<file path="src/hw/rtl/aat_pkg.sv">
// Shared constants and types for the axis-aligned box affine transform block.
package aat_pkg;

   localparam int COORD_WIDTH_DEF = 32;
   localparam int COEFF_WIDTH_DEF = 16;
   localparam int COEFF_INT_BITS  = 4;
   localparam int NUM_AXES        = 3;
   localparam int CSR_DATA_WIDTH  = 64;
   localparam int CSR_ADDR_WIDTH  = 6;
   localparam int CSR_BYTE_BITS   = 3;

   typedef enum logic [CSR_ADDR_WIDTH-CSR_BYTE_BITS-1:0] {
      REG_ROW_X,
      REG_ROW_Y,
      REG_ROW_Z,
      REG_SHIFT_X,
      REG_SHIFT_Y,
      REG_SHIFT_Z
   } reg_index_type;

endpackage

</file>
<file path="src/hw/rtl/aat_csr.sv">
// Configuration register file: coefficient rows and translations behind an APB-style port.
module aat_csr import aat_pkg::*; #(
   parameter int COORD_WIDTH = COORD_WIDTH_DEF,
   parameter int COEFF_WIDTH = COEFF_WIDTH_DEF
) (
   input  logic                                clock,
   input  logic                                reset,
   input  logic                                csr_psel,
   input  logic                                csr_penable,
   input  logic                                csr_pwrite,
   input  logic [CSR_ADDR_WIDTH-1:0]           csr_paddr,
   input  logic [CSR_DATA_WIDTH-1:0]           csr_pwdata,
   output logic [CSR_DATA_WIDTH-1:0]           csr_prdata,
   output logic                                csr_pready,
   output logic [3*COEFF_WIDTH-1:0]            rows [NUM_AXES],
   output logic signed [COORD_WIDTH-1:0]       shifts [NUM_AXES]
);

   localparam int ROW_WIDTH = 3 * COEFF_WIDTH;
   localparam int FRAC      = COEFF_WIDTH - COEFF_INT_BITS;
   localparam logic [CSR_DATA_WIDTH-1:0] ONE = CSR_DATA_WIDTH'(1) << FRAC;

   logic [ROW_WIDTH-1:0]         row_ff   [NUM_AXES];
   logic signed [COORD_WIDTH-1:0] shift_ff [NUM_AXES];
   reg_index_type                index;
   logic                         write;

   assign index      = reg_index_type'(csr_paddr[CSR_ADDR_WIDTH-1:CSR_BYTE_BITS]);
   assign write      = csr_psel & csr_penable & csr_pwrite;
   assign csr_pready = 1'b1;

   always_ff @(posedge clock) begin
      if (reset) begin
         row_ff[0]   <= ROW_WIDTH'(ONE);
         row_ff[1]   <= ROW_WIDTH'(ONE << COEFF_WIDTH);
         row_ff[2]   <= ROW_WIDTH'(ONE << (2 * COEFF_WIDTH));
         shift_ff[0] <= '0;
         shift_ff[1] <= '0;
         shift_ff[2] <= '0;
      end else if (write) begin
         case (index)
            REG_ROW_X:   row_ff[0]   <= ROW_WIDTH'(csr_pwdata);
            REG_ROW_Y:   row_ff[1]   <= ROW_WIDTH'(csr_pwdata);
            REG_ROW_Z:   row_ff[2]   <= ROW_WIDTH'(csr_pwdata);
            REG_SHIFT_X: shift_ff[0] <= COORD_WIDTH'(csr_pwdata);
            REG_SHIFT_Y: shift_ff[1] <= COORD_WIDTH'(csr_pwdata);
            REG_SHIFT_Z: shift_ff[2] <= COORD_WIDTH'(csr_pwdata);
            default: begin
            end
         endcase
      end
   end

   always_comb begin
      case (index)
         REG_ROW_X:   csr_prdata = CSR_DATA_WIDTH'(row_ff[0]);
         REG_ROW_Y:   csr_prdata = CSR_DATA_WIDTH'(row_ff[1]);
         REG_ROW_Z:   csr_prdata = CSR_DATA_WIDTH'(row_ff[2]);
         REG_SHIFT_X: csr_prdata = CSR_DATA_WIDTH'(shift_ff[0]);
         REG_SHIFT_Y: csr_prdata = CSR_DATA_WIDTH'(shift_ff[1]);
         REG_SHIFT_Z: csr_prdata = CSR_DATA_WIDTH'(shift_ff[2]);
         default:     csr_prdata = '0;
      endcase
   end

   assign rows   = row_ff;
   assign shifts = shift_ff;

endmodule

</file>
<file path="config.mk">
export PLATFORM = sky130hd
export DESIGN_NAME = aat_csr
export DESIGN_NICKNAME = d
export VERILOG_FILES = /design/src/hw/rtl/aat_pkg.sv /design/src/hw/rtl/aat_csr.sv
export SDC_FILE = /design/constraint.sdc
export NUM_CORES = 1
export LEC_CHECK = 0
export ABC_AREA = 1
export BUFFER_PORTS_ARGS = -buffer_cell sky130_fd_sc_hd__buf_2
export CORE_UTILIZATION = 40
export CTS_CLUSTER_SIZE = 10
export DETAILED_ROUTE_END_ITERATION = 6
export PLACE_DENSITY = 0.65
export SYNTH_ARGS = -nofsm -noshare
export SYNTH_HDL_FRONTEND = slang
export SYNTH_SLANG_ARGS = --single-unit
</file>
<file path="constraint.sdc">
create_clock -name clock -period 1.7 [get_ports clock]
set_clock_uncertainty 0.1 [all_clocks]
set_input_delay 0.085 -clock clock [delete_from_list [all_inputs] [get_ports clock]]
set_output_delay 0.085 -clock clock [all_outputs]
set_load 0.005 [all_outputs]
</file>
# Yosys cells after proc, flatten, opt, wreduce, memory -nomap -nowiden
# Index checks and enable logic that the tools add are counted.
[totals] register_bits=240 inputBits=75 out_inout_bits=305 wordCells=21
[op_classes] eq_ne=5 muxes=1 n_bitwise=2 n_reduce_logical=7
[ops] cell="$pmux 64 s6" count=1
[ops] cell="$reduce_and 2->1" count=6
[ops] cell="$eq 3x2->1 const B" count=2
[ops] cell="$eq 3x3->1 const B" count=2
[ops] cell="$eq 3x1->1 const B" count=1
[ops] cell="$logic_not 3->1" count=1
[ops] cell="$and 1x1->1" count=2

# Logic depth before layout (Yosys ltp)
# Gate-level depths: netlist (run 1).
[logic_depth] ltp_word=3 mapped_depth=10 mapped_depth_nobuf=7

# Least setup slack after synthesis (run 1)
# No wires, ideal clock.
[synth_timing] kind="register to output" startpoint="register shift_ff, in the netlist shifts[95]" endpoint="output port csr_prdata[49]" t_arrival_ns=1.369 t_required_ns=1.515 setup_slack_ns=0.146 path_stages_with_launch=5 path_buffers=2 path_cell_list="dfxtp_1 > nand4_1 > buf_2 > nand3_1 > buf_4"
[synth_via] elab_chain_len=1
[synth_lines] item="start: declaration" line="aat_csr.sv:24" text="logic signed [COORD_WIDTH-1:0] shift_ff [NUM_AXES];"
[synth_lines] item="$pmux 64 s6" line="aat_csr.sv:55" text="case (index)"
[synth_lines] item="end: declaration" line="aat_csr.sv:13" text="output logic [CSR_DATA_WIDTH-1:0] csr_prdata,"
# Every way passes these cells.

# Worst setup path in the final report (run 1)
[layout_timing] startpoint="register shift_ff, in the netlist shifts[31]" endpoint="output port csr_prdata[44]"
# The elaborated chain is that of the path after synthesis.

==> results of run 1 <==
placed cells by master (no fill, tap or decap), types with 2 or more instances in the layout:
cell type      Yosys  final
nor2_4             1     12
o21ai_0            3      3
buf_12             0     29
diode_2            0      2
dfxtp_1          240    237
dfxtp_2            0      3
clkbuf_1          41      2
buf_6              0      4
a21oi_1            4      4
nor2_2             4      7
nand3_2            2      3
inv_2              2      2
clkbuf_16          0     30
inv_6              0      2
nand4_1           60     60
inv_1             98     97
nand2_4            0      3
nor2_1           533    519
nand3_1          264    262
nand2_2            0      5
nand2_1          569    561
buf_4             23     32
buf_2             72    358
dlygate4sd3_1      0     51
final timing paths:
| check | from | endpoint | slack (ns) | cells past startpoint |
|---|---|---|---|---|
| setup / recovery | shifts[31] | csr_prdata[44] | -0.07 | 6 |
| hold / removal | csr_paddr[3] | shifts[62] | 0.13 | 6 |
| setup reg to reg | rows[44] | rows[44] | 0.45 | 3 |
| hold reg to reg | rows[128] | rows[128] | 0.39 | 2 |
power by group:
part,internal (uW),switching [uW],leakage [uW]
sequential,5700,58.5,0.00194
clock,3040,2250,0.000371
combinational,472,826,0.00583
state kept, by name (all words and copies together) (netlist names):
| signal | count |
|---|---|
| shifts | 96 |
| rows | 144 |
area by class of cell:
type	instances	area, um2	area share
sequential	240	4810	0.306
inverter	101	389	0.0248
antenna	2	5.00	0.000318
tap	384	480	0.0306
multi-input combinational	1441	6070	0.386
clock inverter	1	8.76	0.000557
timing repair buffer	476	3210	0.204
clock buffer	32	747	0.0475
synth_stat cells:
master	instances
nand2_1	569
o21ai_0	3
dfxtp_1	240
buf_1	23
conb_1	1
inv_1	98
a21oi_1	4
buf_2	72
nand4_1	60
nand3_2	2
clkinv_1	1
nand3_1	264
inv_2	2
nor2_1	533
nor2_4	1
buf_4	23
clkbuf_1	41
nor2_2	4
metal layers:
metal,up-vias,share of wire,GRT usage
met2,562,0.46,0.463
met1,6250,0.42,0.360
met5,-,0,0
li1,6698,-,-
met4,0,0.040,0.116
met3,100,0.082,0.0597
what timing repair did:
item / 4_1_cts / 5_1_grt
pin swaps: 2 / 23
hold endpoints to repair: 240 / 0
gates cloned: 1 / 1
hold buffers: 51 / 0
gates resized for setup: 10 / 21
buffers inserted: 2 / 2
endpoints found under the setup margin: 33 / 35
stage by stage:
stage,std cells,TNS [ns],util,setup WS [ns]
final,2677,-0.581,0.543,-0.0719
after global routing,2677,-3.21,0.543,-0.117
after CTS,2672,-1.85,0.539,-0.0842
after detailed placement,2585,0,0.494,0.0436
after global placement,2585,0,0.494,0.0969
after floorplan,1941,0,-,0.146
worst reg2reg max path, delay by kind of cell (launching register included):
| kind | cells | cell delay (ns) |
|---|---|---|
| flops | 1 | 0.32 |
| buf+inv | 1 | 0.55 |
| compound gates | 1 | 0.08 |
| simple gates | 1 | 0.08 |
cells by family (layout without fill, tap and decap cells):
group,Yosys count,count (layout)
buf+inv,260,610
flops,240,240
compound gates,7,7
simple gates,1433,1433
other cells,1,3
==> flow_metrics.tcl, run 1 <==
set metrics [dict create \
    status "finished, violations left" \
    violations "negative setup slack" \
    die_w_um 174 \
    grt_pass1_vias 12400 \
    total_power_uw 12300 \
    cts.sink_count 240 \
    fillers 2884 \
    syn_area_per_cell_um2 6.12 \
    synth_warnings 0 \
    final_nets 2363 \
    die_area_um2 30400 \
    synth_top_area_share 0.404 \
    cp_top_family "simple AND/OR/NAND/NOR gates" \
    io-pin-count 380 \
    place.gp.congestion 0.824 \
    final_area_um2 15700 \
    finalHoldViolations 0 \
    grt_max_degree 60 \
    critPathKind "reg2out" \
    cts_max_level 1 \
    drt_wl_total_um 44400 \
    synth_top_family_by_area "simple AND/OR/NAND/NOR gates" \
    yosysTopAreaCell "dfxtp_1" \
    path_max_fanout 17 \
    synth_nets 2016 \
    syn_area_um2 11900 \
    finalWorstSetupSlack_ns -0.0719 \
    grt_pass1_wl_um 68800 \
    ys_ff_latch 240 \
    drc_errors 0 \
    synthXorXnorAreaFrac 0 \
    crit_slowest_cell "dfxtp_2" \
    numCtsBuffers 28 \
    drt-initial-drc-count 1147 \
    clk-insertion-delay-late_ns 0.53 \
    synth.distinct_cells 18 \
    p_leak_uw 0.00814 \
    clockBufferDepth 3 \
    num_rows 62 \
    cpPeakStageDelay_ns 0.33 \
    hpwl_um 28500 \
    hold_class "in2reg" \
    synthMuxAreaShare 0 \
    start_kind "register" \
    cts_tree "done" \
    power.density_nw_per_um2 786 \
    fmax_mhz 564 \
    drive_above_1_share 0.216 \
    drv_cap 0 \
    numPortBuffers 359 \
    crit_buf_inv 2 \
    synth_cells 1941 \
    crit_chain "nand4_1, nand2_2, buf_12, nor2_1, nand2_1, buf_2" \
    die_h_um 174 \
    critPathCaptureType "output port" \
    grt_setup_unrepaired "yes" \
    slew_violations 0 \
    synth-simple-area-share 0.496 \
    period_share 1.04 \
    via_count 13600 \
    areaGrowthSynthToFinish_pct 32.2 \
    wl_per_cell_um 16.6 \
    post_drt_via_cell_ratio 5.08 \
    place_area_um2 14300 \
    core-area_um2 28900 \
    synth_compound_area_frac 0.00295 \
    root_buffer "clkbuf_16" \
    ys_top_cells_by_area "dfxtp_1 40%, nand2_1 18%, nor2_1 17%" \
    grt_usage 0.283 \
    holdWs_ns 0.126 \
    drtPass1Iterations 6 \
    final_antenna_net_count 0 \
    cts.clk_slew.worst_paths_ns 0.06 \
    overflow 0 \
    synth_fa_ha_area_frac 0 \
    critPathArrivalTime_ns 1.59 \
    cp.required_ns 1.51 \
    start_util 0.411 \
    min_period_ns 1.77 \
    antenna_found_initial 2 \
    setup_viol 17 \
    yosysSeqAreaShare 0.404 \
    ir_drop_v 0.000683 \
]
No activity file was read; power rests on OpenSTA's default activity.
==> inputs of run 2 (changes only) <==
--- a/config.mk
+++ b/config.mk
@@ -7,10 +7,11 @@
 export LEC_CHECK = 0
 export ABC_AREA = 1
 export BUFFER_PORTS_ARGS = -buffer_cell sky130_fd_sc_hd__buf_2
-export CORE_UTILIZATION = 40
+export CORE_ASPECT_RATIO = 1.25
+export CORE_UTILIZATION = 45
 export CTS_CLUSTER_SIZE = 10
 export DETAILED_ROUTE_END_ITERATION = 6
-export PLACE_DENSITY = 0.65
+export PLACE_DENSITY = 0.72
 export SYNTH_ARGS = -nofsm -noshare
 export SYNTH_HDL_FRONTEND = slang
 export SYNTH_SLANG_ARGS = --single-unit
==> flow_metrics.tcl, run 2 (synthesis results as in run 1) <==
set metrics [dict create \
    layout_common_cells "568 x nand2_1, 525 x nor2_1, 358 x buf_2" \
    final_common_cell "nand2_1" \
    num_rows 66 \
    r2r_cells 3 \
    drt_wl_total_um 42900 \
    slew_violations 0 \
    critPathKind "reg2out" \
    cp.required_ns 1.51 \
    violations "negative setup slack" \
    cts_tree "done" \
    start_util 0.457 \
    cp-startpoint "shifts[31]" \
    min_period_ns 1.77 \
    ir_drop_v 0.000705 \
    overflow 0 \
    status "finished, violations left" \
    critPathCaptureType "output port" \
    root_buffer "clkbuf_16" \
    die_area_um2 27100 \
    finalHoldViolations 0 \
    areaGrowthSynthToFinish_pct 31.2 \
    pre_cts_ws_ns 0.0870 \
    cts_max_level 1 \
    holdWs_ns 0.162 \
    die_h_um 184 \
    dp_cells 2542 \
    grt_pass1_wl_um 67000 \
    core-area_um2 26000 \
    post_drt_via_cell_ratio 5.18 \
    critPathCapture "csr_prdata[38]" \
    wl_per_cell_um 16.3 \
    finalWorstSetupSlack_ns -0.0742 \
    cts.clk_slew.worst_paths_ns 0.06 \
    drtPass1Iterations 5 \
    numPortBuffers 359 \
    drive_above_1_share 0.207 \
    final_core_util 0.599 \
    grt_usage 0.310 \
    path_max_fanout 17 \
    final_nets 2358 \
    final_cells 2630 \
    critPathArrivalTime_ns 1.59 \
    reg2reg_from "rows[108]" \
    drc_errors 0 \
    drt-initial-drc-count 844 \
    die_w_um 147 \
    power.density_nw_per_um2 795 \
    timing.rr.end "rows[108]" \
    final_antenna_net_count 0 \
    start_kind "register" \
    hpwl_um 28800 \
    fillers 2495 \
    place.gp.congestion 0.871 \
    p_leak_uw 0.00812 \
    io-pin-count 380 \
    antenna_found_initial 0 \
    clk-insertion-delay-late_ns 0.53 \
    setup_tns_ns -0.912 \
    drv_cap 0 \
    largest_reg_flops 144 \
    antenna_cells 0 \
    grt_setup_unrepaired "yes" \
    fmax_mhz 564 \
    grt_max_degree 45 \
    hold_class "in2reg" \
    numCtsBuffers 28 \
    rrSetupSlack_ns 0.74 \
    via_count 13600 \
    clockBufferDepth 3 \
    setup_viol 32 \
    period_share 1.04 \
    cts.sink_count 240 \
    grt_pass1_vias 12500 \
]
==> run 2: how the worst min path moves through the flow <==
| stage | from | endpoint | slack (ns) | depth (start not counted) |
|---|---|---|---|---|
| finish | csr_paddr[5] | shifts[35] | 0.16 | 7 |
| global placement | csr_pwdata[44] | rows[44] | 0.24 | 3 |
| floorplan | csr_pwdata[12] | rows[108] | 0.11 | 2 |
| detailed placement | csr_pwdata[44] | rows[44] | 0.24 | 3 |
| CTS | csr_paddr[5] | shifts[35] | 0.16 | 7 |
| global route | csr_paddr[5] | shifts[39] | 0.20 | 7 |
==> run 2: final cells by class <==
class | count | area (um2) | area share
clock buffers | 37 | 776 | 0.0498
repair buffers | 471 | 3180 | 0.204
inverters | 101 | 389 | 0.0250
flip-flops and latches | 240 | 4810 | 0.309
multi-input cells | 1441 | 6010 | 0.385
well taps | 340 | 425 | 0.0273
==> run 2: metrics by stage <==
stage / power, uW / area [um2]
3_3_place_gp: 7040 / 14300
3_5_place_dp: 7060 / 14300
2_1_floorplan: 6540 / 11900
5_1_grt: 12800 / 15600
4_1_cts: 12400 / 15600
6_report: 12400 / 15600
==> run 2: critical path, cell delays in order, from the launching register on <==
cell,delay [ns]
dfxtp_4,0.36
nand4_1,0.10
nand2_1,0.09
buf_12,0.16
nor2_1,0.10
nand2_1,0.09
buf_2,0.14
==> run 2: metal layers <==
metal | GRT usage | wire, um
met1 | 0.375 | 16800
met2 | 0.530 | 20300
met3 | 0.0603 | 3960
met4 | 0.140 | 1840
met5 | 0 | 0
==> run 2: report_power, final <==
part	total, uW	internal, uW	switching [uW]
Combinational	1280	464	817
Sequential	5760	5700	58.9
Clock	5360	3110	2250
Total	12400	9270	3120
==> run 2: repair_timing <==
item	4_1_cts	5_1_grt
pin swaps	2	4
hold endpoints to repair	240	0
hold buffers	49	0
setup buffers	2	0
setup endpoints to repair	33	34
gates resized for setup	8	2
==> inputs of run 3 (changes only) <==
--- a/config.mk
+++ b/config.mk
@@ -12,6 +12,7 @@
 export CTS_CLUSTER_SIZE = 10
 export DETAILED_ROUTE_END_ITERATION = 6
 export PLACE_DENSITY = 0.72
+export REMOVE_ABC_BUFFERS = 1
 export SYNTH_ARGS = -nofsm -noshare
 export SYNTH_HDL_FRONTEND = slang
 export SYNTH_SLANG_ARGS = --single-unit
==> flow_metrics.tcl, run 3 (synthesis results as in run 1) <==
set metrics [dict create \
    status "finished, violations left" \
    violations "negative setup slack" \
    overflow 0 \
    die_area_um2 27100 \
    setup_viol 33 \
    largest_reg_flops 144 \
    drv_cap 0 \
    cts.clk_slew.worst_paths_ns 0.06 \
    min_period_ns 1.80 \
    final_common_cell "nand2_1" \
    io-pin-count 380 \
    hold_class "in2reg" \
    min_path_cells 4 \
    clockBufferDepth 3 \
    numPortBuffers 359 \
    clockPowerShare 0.426 \
    critPathCaptureType "output port" \
    drtPass1Iterations 5 \
    areaGrowthSynthToFinish_pct 29.8 \
    finalWorstSetupSlack_ns -0.0985 \
    layout_common_cells "569 x nand2_1, 526 x nor2_1, 358 x buf_2" \
    drt-initial-drc-count 813 \
    drt_wl_total_um 42000 \
    cts.sink_count 240 \
    hpwl_um 27200 \
    switching_share 0.251 \
    start_kind "register" \
    grt_setup_unrepaired "yes" \
    drive_above_1_share 0.204 \
    grt_pass1_wl_um 65200 \
    critPathArrivalTime_ns 1.61 \
    antenna_found_initial 3 \
    core-area_um2 26000 \
    final-seq-area_um2 4810 \
    die_h_um 184 \
    wl_per_cell_um 16.0 \
    root_buffer "clkbuf_16" \
    multi_input_area_um2 6010 \
    fillers 2515 \
    path_max_fanout 8 \
    finalHoldViolations 0 \
    final_nets 2350 \
    critPathKind "reg2out" \
    fmax_mhz 556 \
    grt_max_degree 92 \
    start_util 0.457 \
    grt_usage 0.302 \
    grt_pass1_vias 12300 \
    cts_tree "done" \
    via_count 13400 \
    r2r_cells 2 \
    die_w_um 147 \
    p_int_uw 9130 \
    power.density_nw_per_um2 790 \
    final_antenna_net_count 0 \
    slew_violations 0 \
    numCtsBuffers 28 \
    p_switching_uw 3060 \
    seqPwrFrac 0.472 \
    ir_drop_v 0.000694 \
    holdWs_ns 0.0507 \
    p_leak_uw 0.00805 \
    cts_max_level 1 \
    drc_errors 0 \
    post_drt_via_cell_ratio 5.12 \
    power_frac_comb 0.102 \
    place.gp.congestion 0.821 \
    num_rows 66 \
    cp.required_ns 1.51 \
    period_share 1.06 \
    clk-insertion-delay-late_ns 0.52 \
    postCtsSetupBuffers 0 \
    final_core_util 0.593 \
]
-- run 3: cell types whose count changed in the layout (fill, tap and decap cells not counted), sizes merged --
cell    delta
clkbuf     -6
diode      +3
buf        -8
inv        +1
-- run 3: path summary, 6_finish.rpt --
check               from             end  slack, ns
max           shifts[95]  csr_prdata[38]       -0.1
min          csr_penable       rows[108]       0.05
max reg2reg     rows[28]        rows[28]       0.94
min reg2reg     rows[63]        rows[63]       0.39
-- run 3: power by group through the flow --
stage / sequential (uW) / clock, uW / combinational (uW)
global placement: 5880 / 0 / 1120
floorplan: 5880 / 0 / 646
finish: 5760 / 5200 / 1240
detailed placement: 5880 / 0 / 1140
global route: 5760 / 5520 / 1360
CTS: 5760 / 5270 / 1230
-- run 3: timing repair --
action | CTS | global route
resized for setup | 3 | 2
endpoints found under the setup margin | 33 | 33
hold buffers | 49 | 0
pin swaps | 1 | 0
gates cloned | 0 | 1
endpoints found under the hold margin | 240 | 0
-- run 3: area by class of cell --
class                   instances  share of cell area
repair buffers                463               0.198
clock buffers                  31              0.0475
flip-flops and latches        240               0.311
well taps                     340              0.0276
multi-input cells            1441               0.389
clock inverters                 1            0.000568
diodes                          3            0.000487
inverters                     101              0.0251
-- run 3: routing by layer --
layer / track usage / share of wire / routed length, um / up-vias
met3: 0.0531 / 0.075 / 3160 / 162
met4: 0.197 / 0.068 / 2860 / 0
li1: - / - / - / 6660
met1: 0.349 / 0.38 / 16100 / 6007
met2: 0.513 / 0.47 / 19800 / 587
met5: 0 / 0 / 0 / -
-- run 3: worst max-delay path, cell delays in order (launching register included) --
cell     delay (ns)
dfxtp_2        0.33
nand4_1        0.17
buf_4          0.23
nand2_1        0.07
nor2_1         0.10
nand2_1        0.06
buf_2          0.12
-- run 3: through the flow --
| stage | setup TNS, ns | power (uW) | cell area (um2) | std cells | setup WS [ns] |
|---|---|---|---|---|---|
| after global routing | -3.98 | 12600 | 15400 | 2620 | -0.162 |
| after CTS | -0.908 | 12300 | 15400 | 2616 | -0.0755 |
| final | -1.48 | 12200 | 15400 | 2620 | -0.0985 |
| after floorplan | -676.30 | 6520 | 11100 | 1782 | -2.55 |
| after global placement | 0 | 7000 | 14200 | 2535 | 0.112 |
| after detailed placement | 0 | 7020 | 14200 | 2535 | 0.0845 |
